## src/design/hcb_pkg.sv

```systemverilog
// ----------------------------------------------------------------------------
// hcb_pkg
// Shared types and constants of the Huffman code builder.
// ----------------------------------------------------------------------------
package hcb_pkg;

    localparam int MAX_SYMBOLS     = 64;
    localparam int FREQ_WIDTH      = 16;
    localparam int SYM_W           = 8;
    localparam int FREQ_W          = 16;
    localparam int CODE_W          = 63;
    localparam int CLEN_W          = 6;
    localparam int WBITS_W         = 22;
    localparam int TOTAL_W         = 28;
    localparam int HDR_W           = 10;
    localparam int TREE_W          = 6;
    localparam int BITS_PER_SYMBOL = 8;

    typedef struct packed {
        logic [SYM_W-1:0]  symbol;
        logic [FREQ_W-1:0] frequency;
        logic              final_symbol;
    } t_in_beat;

    typedef struct packed {
        logic [SYM_W-1:0]   symbol_res;
        logic [FREQ_W-1:0]  frequency_res;
        logic [CODE_W-1:0]  code_bits;
        logic [CLEN_W-1:0]  code_length;
        logic [WBITS_W-1:0] weighted_bits;
        logic [TOTAL_W-1:0] total_bits;
        logic [HDR_W-1:0]   header_bits;
        logic [TREE_W-1:0]  tree_bits;
        logic [TOTAL_W-1:0] encoded_size;
        logic               end_of_table;
    } t_out_beat;

    typedef struct packed {
        logic [SYM_W-1:0]  symbol;
        logic [FREQ_W-1:0] frequency;
    } t_entry;

    typedef struct packed {
        logic [CODE_W-1:0] code_bits;
        logic [CLEN_W-1:0] code_length;
    } t_code;

endpackage

```

## src/design/hcb_sort.sv

```systemverilog
// ----------------------------------------------------------------------------
// hcb_sort
// Symbol table with load port and in-place exchange sort on frequency.
// ----------------------------------------------------------------------------
module hcb_sort #(
    parameter int MAX_SYMBOLS = hcb_pkg::MAX_SYMBOLS,
    localparam int IW = (MAX_SYMBOLS > 1) ? $clog2(MAX_SYMBOLS) : 1,
    localparam int CW = $clog2(MAX_SYMBOLS + 1)
) (
    input  logic                i_clk,
    input  logic                i_rst_n,
    input  logic                i_wr_en,
    input  logic [IW-1:0]       i_wr_addr,
    input  hcb_pkg::t_entry     i_wr_data,
    input  logic                i_start,
    input  logic [CW-1:0]       i_count,
    output logic                o_busy,
    input  logic [IW-1:0]       i_rd_addr,
    output hcb_pkg::t_entry     o_rd_data
);

    localparam logic [2:0] S_IDLE = 3'd0;
    localparam logic [2:0] S_RDI  = 3'd1;
    localparam logic [2:0] S_LDI  = 3'd2;
    localparam logic [2:0] S_CMP  = 3'd3;
    localparam logic [2:0] S_WB   = 3'd4;

    hcb_pkg::t_entry r_mem [MAX_SYMBOLS];
    hcb_pkg::t_entry r_rd;
    hcb_pkg::t_entry r_a, n_a;
    logic [2:0]      r_st, n_st;
    logic [IW-1:0]   r_i, n_i, r_j, n_j;
    logic [CW-1:0]   r_n, n_n;
    logic [CW-1:0]   w_nm1;
    logic [IW-1:0]   w_inc_i;
    logic            w_we;
    logic [IW-1:0]   w_waddr, w_raddr;
    hcb_pkg::t_entry w_wdata;

    assign w_nm1   = r_n - CW'(1);
    assign w_inc_i = r_i + IW'(1);

    always_comb begin
        n_st    = r_st;
        n_i     = r_i;
        n_j     = r_j;
        n_n     = r_n;
        n_a     = r_a;
        w_we    = i_wr_en;
        w_waddr = i_wr_addr;
        w_wdata = i_wr_data;
        w_raddr = i_rd_addr;
        case (r_st)
            S_IDLE: begin
                if (i_start) begin
                    n_n = i_count;
                    n_i = '0;
                    if (i_count > CW'(1)) begin
                        n_st = S_RDI;
                    end
                end
            end
            S_RDI: begin
                w_raddr = r_i;
                n_st    = S_LDI;
            end
            S_LDI: begin
                n_a     = r_rd;
                n_j     = w_inc_i;
                w_raddr = w_inc_i;
                n_st    = S_CMP;
            end
            S_CMP: begin
                if (r_rd.frequency < r_a.frequency) begin
                    w_we    = 1'b1;
                    w_waddr = r_j;
                    w_wdata = r_a;
                    n_a     = r_rd;
                end
                if (r_j == w_nm1[IW-1:0]) begin
                    n_st = S_WB;
                end else begin
                    n_j     = r_j + IW'(1);
                    w_raddr = r_j + IW'(1);
                end
            end
            S_WB: begin
                w_we    = 1'b1;
                w_waddr = r_i;
                w_wdata = r_a;
                if (w_inc_i == w_nm1[IW-1:0]) begin
                    n_st = S_IDLE;
                end else begin
                    n_i  = w_inc_i;
                    n_st = S_RDI;
                end
            end
            default: n_st = S_IDLE;
        endcase
    end

    always_ff @(posedge i_clk) begin
        if (!i_rst_n) begin
            r_st <= S_IDLE;
        end else begin
            r_st <= n_st;
        end
        r_i <= n_i;
        r_j <= n_j;
        r_n <= n_n;
        r_a <= n_a;
    end

    always_ff @(posedge i_clk) begin
        if (w_we) begin
            r_mem[w_waddr] <= w_wdata;
        end
        r_rd <= r_mem[w_raddr];
    end

    assign o_busy    = (r_st != S_IDLE);
    assign o_rd_data = r_rd;

    a_cmp_order: assert property (@(posedge i_clk) disable iff (!i_rst_n)
        (r_st == S_CMP) |-> (r_j > r_i))
        else $error("sort inner index not above outer index");

endmodule

```

## config.mk

```make
export PLATFORM = sky130hd
export DESIGN_NAME = hcb_sort
export DESIGN_NICKNAME = d
export VERILOG_FILES = /design/src/design/hcb_pkg.sv /design/src/design/hcb_sort.sv
export SDC_FILE = /design/constraint.sdc
export NUM_CORES = 2
export LEC_CHECK = 0
export BUFFER_PORTS_ARGS = -buffer_cell sky130_fd_sc_hd__clkbuf_2
export CAP_MARGIN = 15
export CORE_ASPECT_RATIO = 0.7
export CORE_MARGIN = 3
export CORE_UTILIZATION = 57
export CTS_BUF_LIST = sky130_fd_sc_hd__clkbuf_8 sky130_fd_sc_hd__clkbuf_16
export DETAILED_ROUTE_END_ITERATION = 7
export PLACE_DENSITY_LB_ADDON = 0.25
export SETUP_SLACK_MARGIN = 0.5
export SKIP_LAST_GASP = 1
export SYNTH_ARGS = -nofsm -noshare
export SYNTH_HDL_FRONTEND = slang
export SYNTH_SLANG_ARGS = --single-unit
```

## constraint.sdc

```tcl
create_clock -name i_clk -period 6.3 [get_ports i_clk]
set_clock_uncertainty 0.2 [all_clocks]
set_input_delay 0.63 -clock i_clk [delete_from_list [all_inputs] [get_ports i_clk]]
set_output_delay 0.63 -clock i_clk [all_outputs]
set_load 0.1 [all_outputs]
```

==> metrics.txt <==
Slew Viols, Final=0; Port Buffers=71; final hold violation count=0; DRT antenna net count=0; Chip Width=around 400 µm; HPWL after DPL=between 100000 and 150000 µm; Worst Setup Start Kind=register; CTS clk-pin slew, worst paths=about 70 ps; CTS root buffer=clkbuf_16; Worst Tran Pin Value=about 1200 ps; Core Rows=101; Highest Clock Rate=approximately 0.18 GHz; Max VDD drop=between 0.3 and 0.4 mV; total track usage=between 30 and 40%; post-CTS setup buffers=0; full die area=0.114 mm²; yosys warns=0; CTS tree=yes; Min Hold Slack=128 ps; Core ar.=around 0.11 mm²; Initial Util=between 50% and 60%; share of cells above drive strength 1=19.2%; global-route wire length before repair=~250000 µm; WL/cell=30.4 µm; CP endpoint kind=register; Tcrit/Tclk final=about 90%; CP Cell Sequence=inv_1 > ha_1 > nor3b_1 > xor3_1 > nor3b_2 > and2_1 > a21oi_1 > a2bb2oi_4 > buf_4 > nand3_1 > buf_12 > o22ai_1 > nor4_1 > a22o_1; largest net degree at the start of global routing=roughly 120; nets=between 4000 and 5000; Sink Count=between 1500 and 2000; Total Wirelength=171000 µm; worst r2r src=r_n[0]$_DFFE_PP_; P&R area growth vs syn=12.9%; initial drt markers=roughly 5600; DP Worst Slack=roughly 700 ps; register area share after synthesis=about three quarters; Die Ht=283 µm; total CTS buffers=roughly 140; # IOs=72; via count=between 30000 and 40000; Power Density=between 300 and 400 mW/mm²; vias in the first global route=around 35000; # setup viols final=0; critical path's top delay family=simple AND/OR/NAND/NOR gates; Synth cell types=64; r2r endpoint=o_rd_data[3]$_DFF_P_; CP required=slightly below 7000 ps; CP Max Fanout=17; CP max-delay cell=nor4_1; setup slack, reg-to-reg=a little under 800 ps; routability cong.=~0.85; hold path depth=3; setup ws final=between 700 and 800 ps; TritonRoute pass-1 iters=5; flops & latches, synth=between 1500 and 2000; antenna violations before repair=9; global route overflow=0; Slew HR=between 10% and 20%; Period minus WS final=roughly 5500 ps; WP data arrival=about 6000 ps; Post-Synthesis Cells=~3900; Avg Cell Area, Syn=around 16 µm²; via/cell ratio=6.55; DRC=0; Post-Syn Area=between 0.06 and 0.07 mm²; worst skew pair latency=between 700 and 800 ps; net count after synthesis=approximately 3900; H-tree levels=4; status=finished, final reports clean; Hold Path Sink=r_mem[3][7]$_DFFE_PP_; Clock Tree Buf Depth=3; Leak=roughly 24 nW; share of synthesized registers carrying an async set or reset=0%; Synth Flop Type=edfxtp_1; HP Class=primary input to register; CP max stage delay=just over 1000 ps; critical path class=register to register; fin util=65.0%; crit path buf inv count=3; unrepaired setup endpoints after global routing=no; number of synthesized flops with an enable pin=1578; R2R cell count=14; hold path startpoint=i_wr_data[7]; post-route setup TNS=0 ps; max cap viols=0
## metal layers
metal / global-route usage (%) / share of wire, % / vias to the layer above / wire length (µm)
met2: 43.1 / 44 / 2572 / 75200
met4: 9.32 / 2.8 / 8 / 4810
li1: - / - / 15405 / -
met5: 0 / 0.022 / - / 38
met1: 45.5 / 39 / 18624 / 67500
met3: 8.19 / 14 / 287 / 23700
## worst max-delay path by stage
stage,start,depth (start not counted),to
after floorplan,o_rd_data[9]$_DFF_P_,12,r_mem[0][12]$_DFFE_PP_
after global placement,r_n[0]$_DFFE_PP_,14,o_rd_data[11]$_DFF_P_
after detailed placement,r_n[0]$_DFFE_PP_,14,o_rd_data[7]$_DFF_P_
after CTS,r_n[0]$_DFFE_PP_,14,o_rd_data[7]$_DFF_P_
after global routing,r_n[0]$_DFFE_PP_,14,o_rd_data[12]$_DFF_P_
final,r_n[0]$_DFFE_PP_,14,o_rd_data[3]$_DFF_P_
## logic make-up after synthesis
family | Yosys count | synth area share, %
multiplexers | 213 | 7.31
adder cells (fa/ha/maj) | 18 | 0.360
AO/OA/AOI/OAI | 455 | 4.52
AND/OR/NAND/NOR | 1290 | 9.04
flip-flops | 1605 | 76.6
XOR/XNOR | 23 | 0.346
buffers and inverters | 253 | 1.84
## power by group
part / switching, mW / internal [mW]
clock network: 3.83 / 4.43
logic: 3.68 / 1.66
registers: 0.251 / 12.2
## synthesized netlist by cell type (all sizes together), types with 3 or more instances
| master | count | area [µm²] |
|---|---|---|
| edfxtp | 1578 | 47400 |
| nand2 | 779 | 2930 |
| nand3 | 212 | 1080 |
| mux4 | 194 | 4370 |
| o22ai | 141 | 882 |
| buf | 140 | 728 |
| a21oi | 126 | 634 |
| a31oi | 99 | 619 |
| and3 | 98 | 613 |
| clkbuf | 89 | 334 |
| nor2 | 89 | 334 |
| nor4 | 49 | 307 |
| o21ai | 31 | 155 |
| nor3 | 30 | 160 |
| dfxtp | 27 | 541 |
| a22o | 26 | 228 |
| inv | 24 | 90.1 |
| ha | 18 | 225 |
| xnor2 | 14 | 123 |
| mux2 | 10 | 113 |
| a21o | 9 | 67.6 |
| mux2i | 9 | 90.1 |
| xor2 | 8 | 70.1 |
| nand2b | 6 | 37.5 |
| and2 | 5 | 31.3 |
| a311oi | 3 | 26.3 |
| nand3b | 3 | 22.5 |
| nand4 | 3 | 18.8 |
| nor2b | 3 | 18.8 |
| or3 | 3 | 18.8 |
## through the flow
stage | cells | total power, mW | instance area (µm²)
floorplan | 3857 | 15.9 | 62600
global placement | 5362 | 17.9 | 66100
detailed placement | 5364 | 18.0 | 66200
CTS | 5632 | 26.1 | 70600
global route | 5633 | 26.9 | 70600
finish | 5635 | 26.1 | 70600
## flip-flops by register name, indices dropped and copies added, names as in the netlist
signal,count
r_i,6
r_a,24
r_st,3
r_n,6
r_mem,1536
o_rd_data,24
r_j,6
## area by class of cell
class                      count  area, µm²
antenna                        2       5.00
clock buffer                 149       3690
clock inverter               112        679
fill                        7291      38000
inverter                      24       90.1
multi-input combinational   1999      14000
sequential                  1605      47900
tap                         1442       1800
timing repair buffer         302       2450
## worst register-to-register path, delay by kind of cell, from the launching register on
kind,cells,cell delay (ps)
xor gates and xnor gates,1,300
and+or+nand+nor,5,2750
AOI/OAI and AO/OA,4,900
adders and majority gates,1,170
DFF,1,490
buffers and inverters,3,630
## cell usage in the layout (no fill, tap or decap), drive strengths merged, types with 72 or more instances in the layout
cell type | netlist | final
a21oi | 126 | 126
a31oi | 99 | 99
and3 | 98 | 98
buf | 140 | 224
clkbuf | 89 | 220
edfxtp | 1578 | 1578
inv | 24 | 72
mux4 | 194 | 194
nand2 | 779 | 779
nand3 | 212 | 212
nor2 | 89 | 89
o22ai | 141 | 141
## what timing repair did
| item | in CTS | in global routing |
|---|---|---|
| hold buffers | 7 | 0 |
| setup endpoints to repair | 0 | 1 |
| gates resized for setup | 0 | 1 |
| hold endpoints to repair | 9 | 0 |
Note: power is estimated with default switching activity, not from simulation.
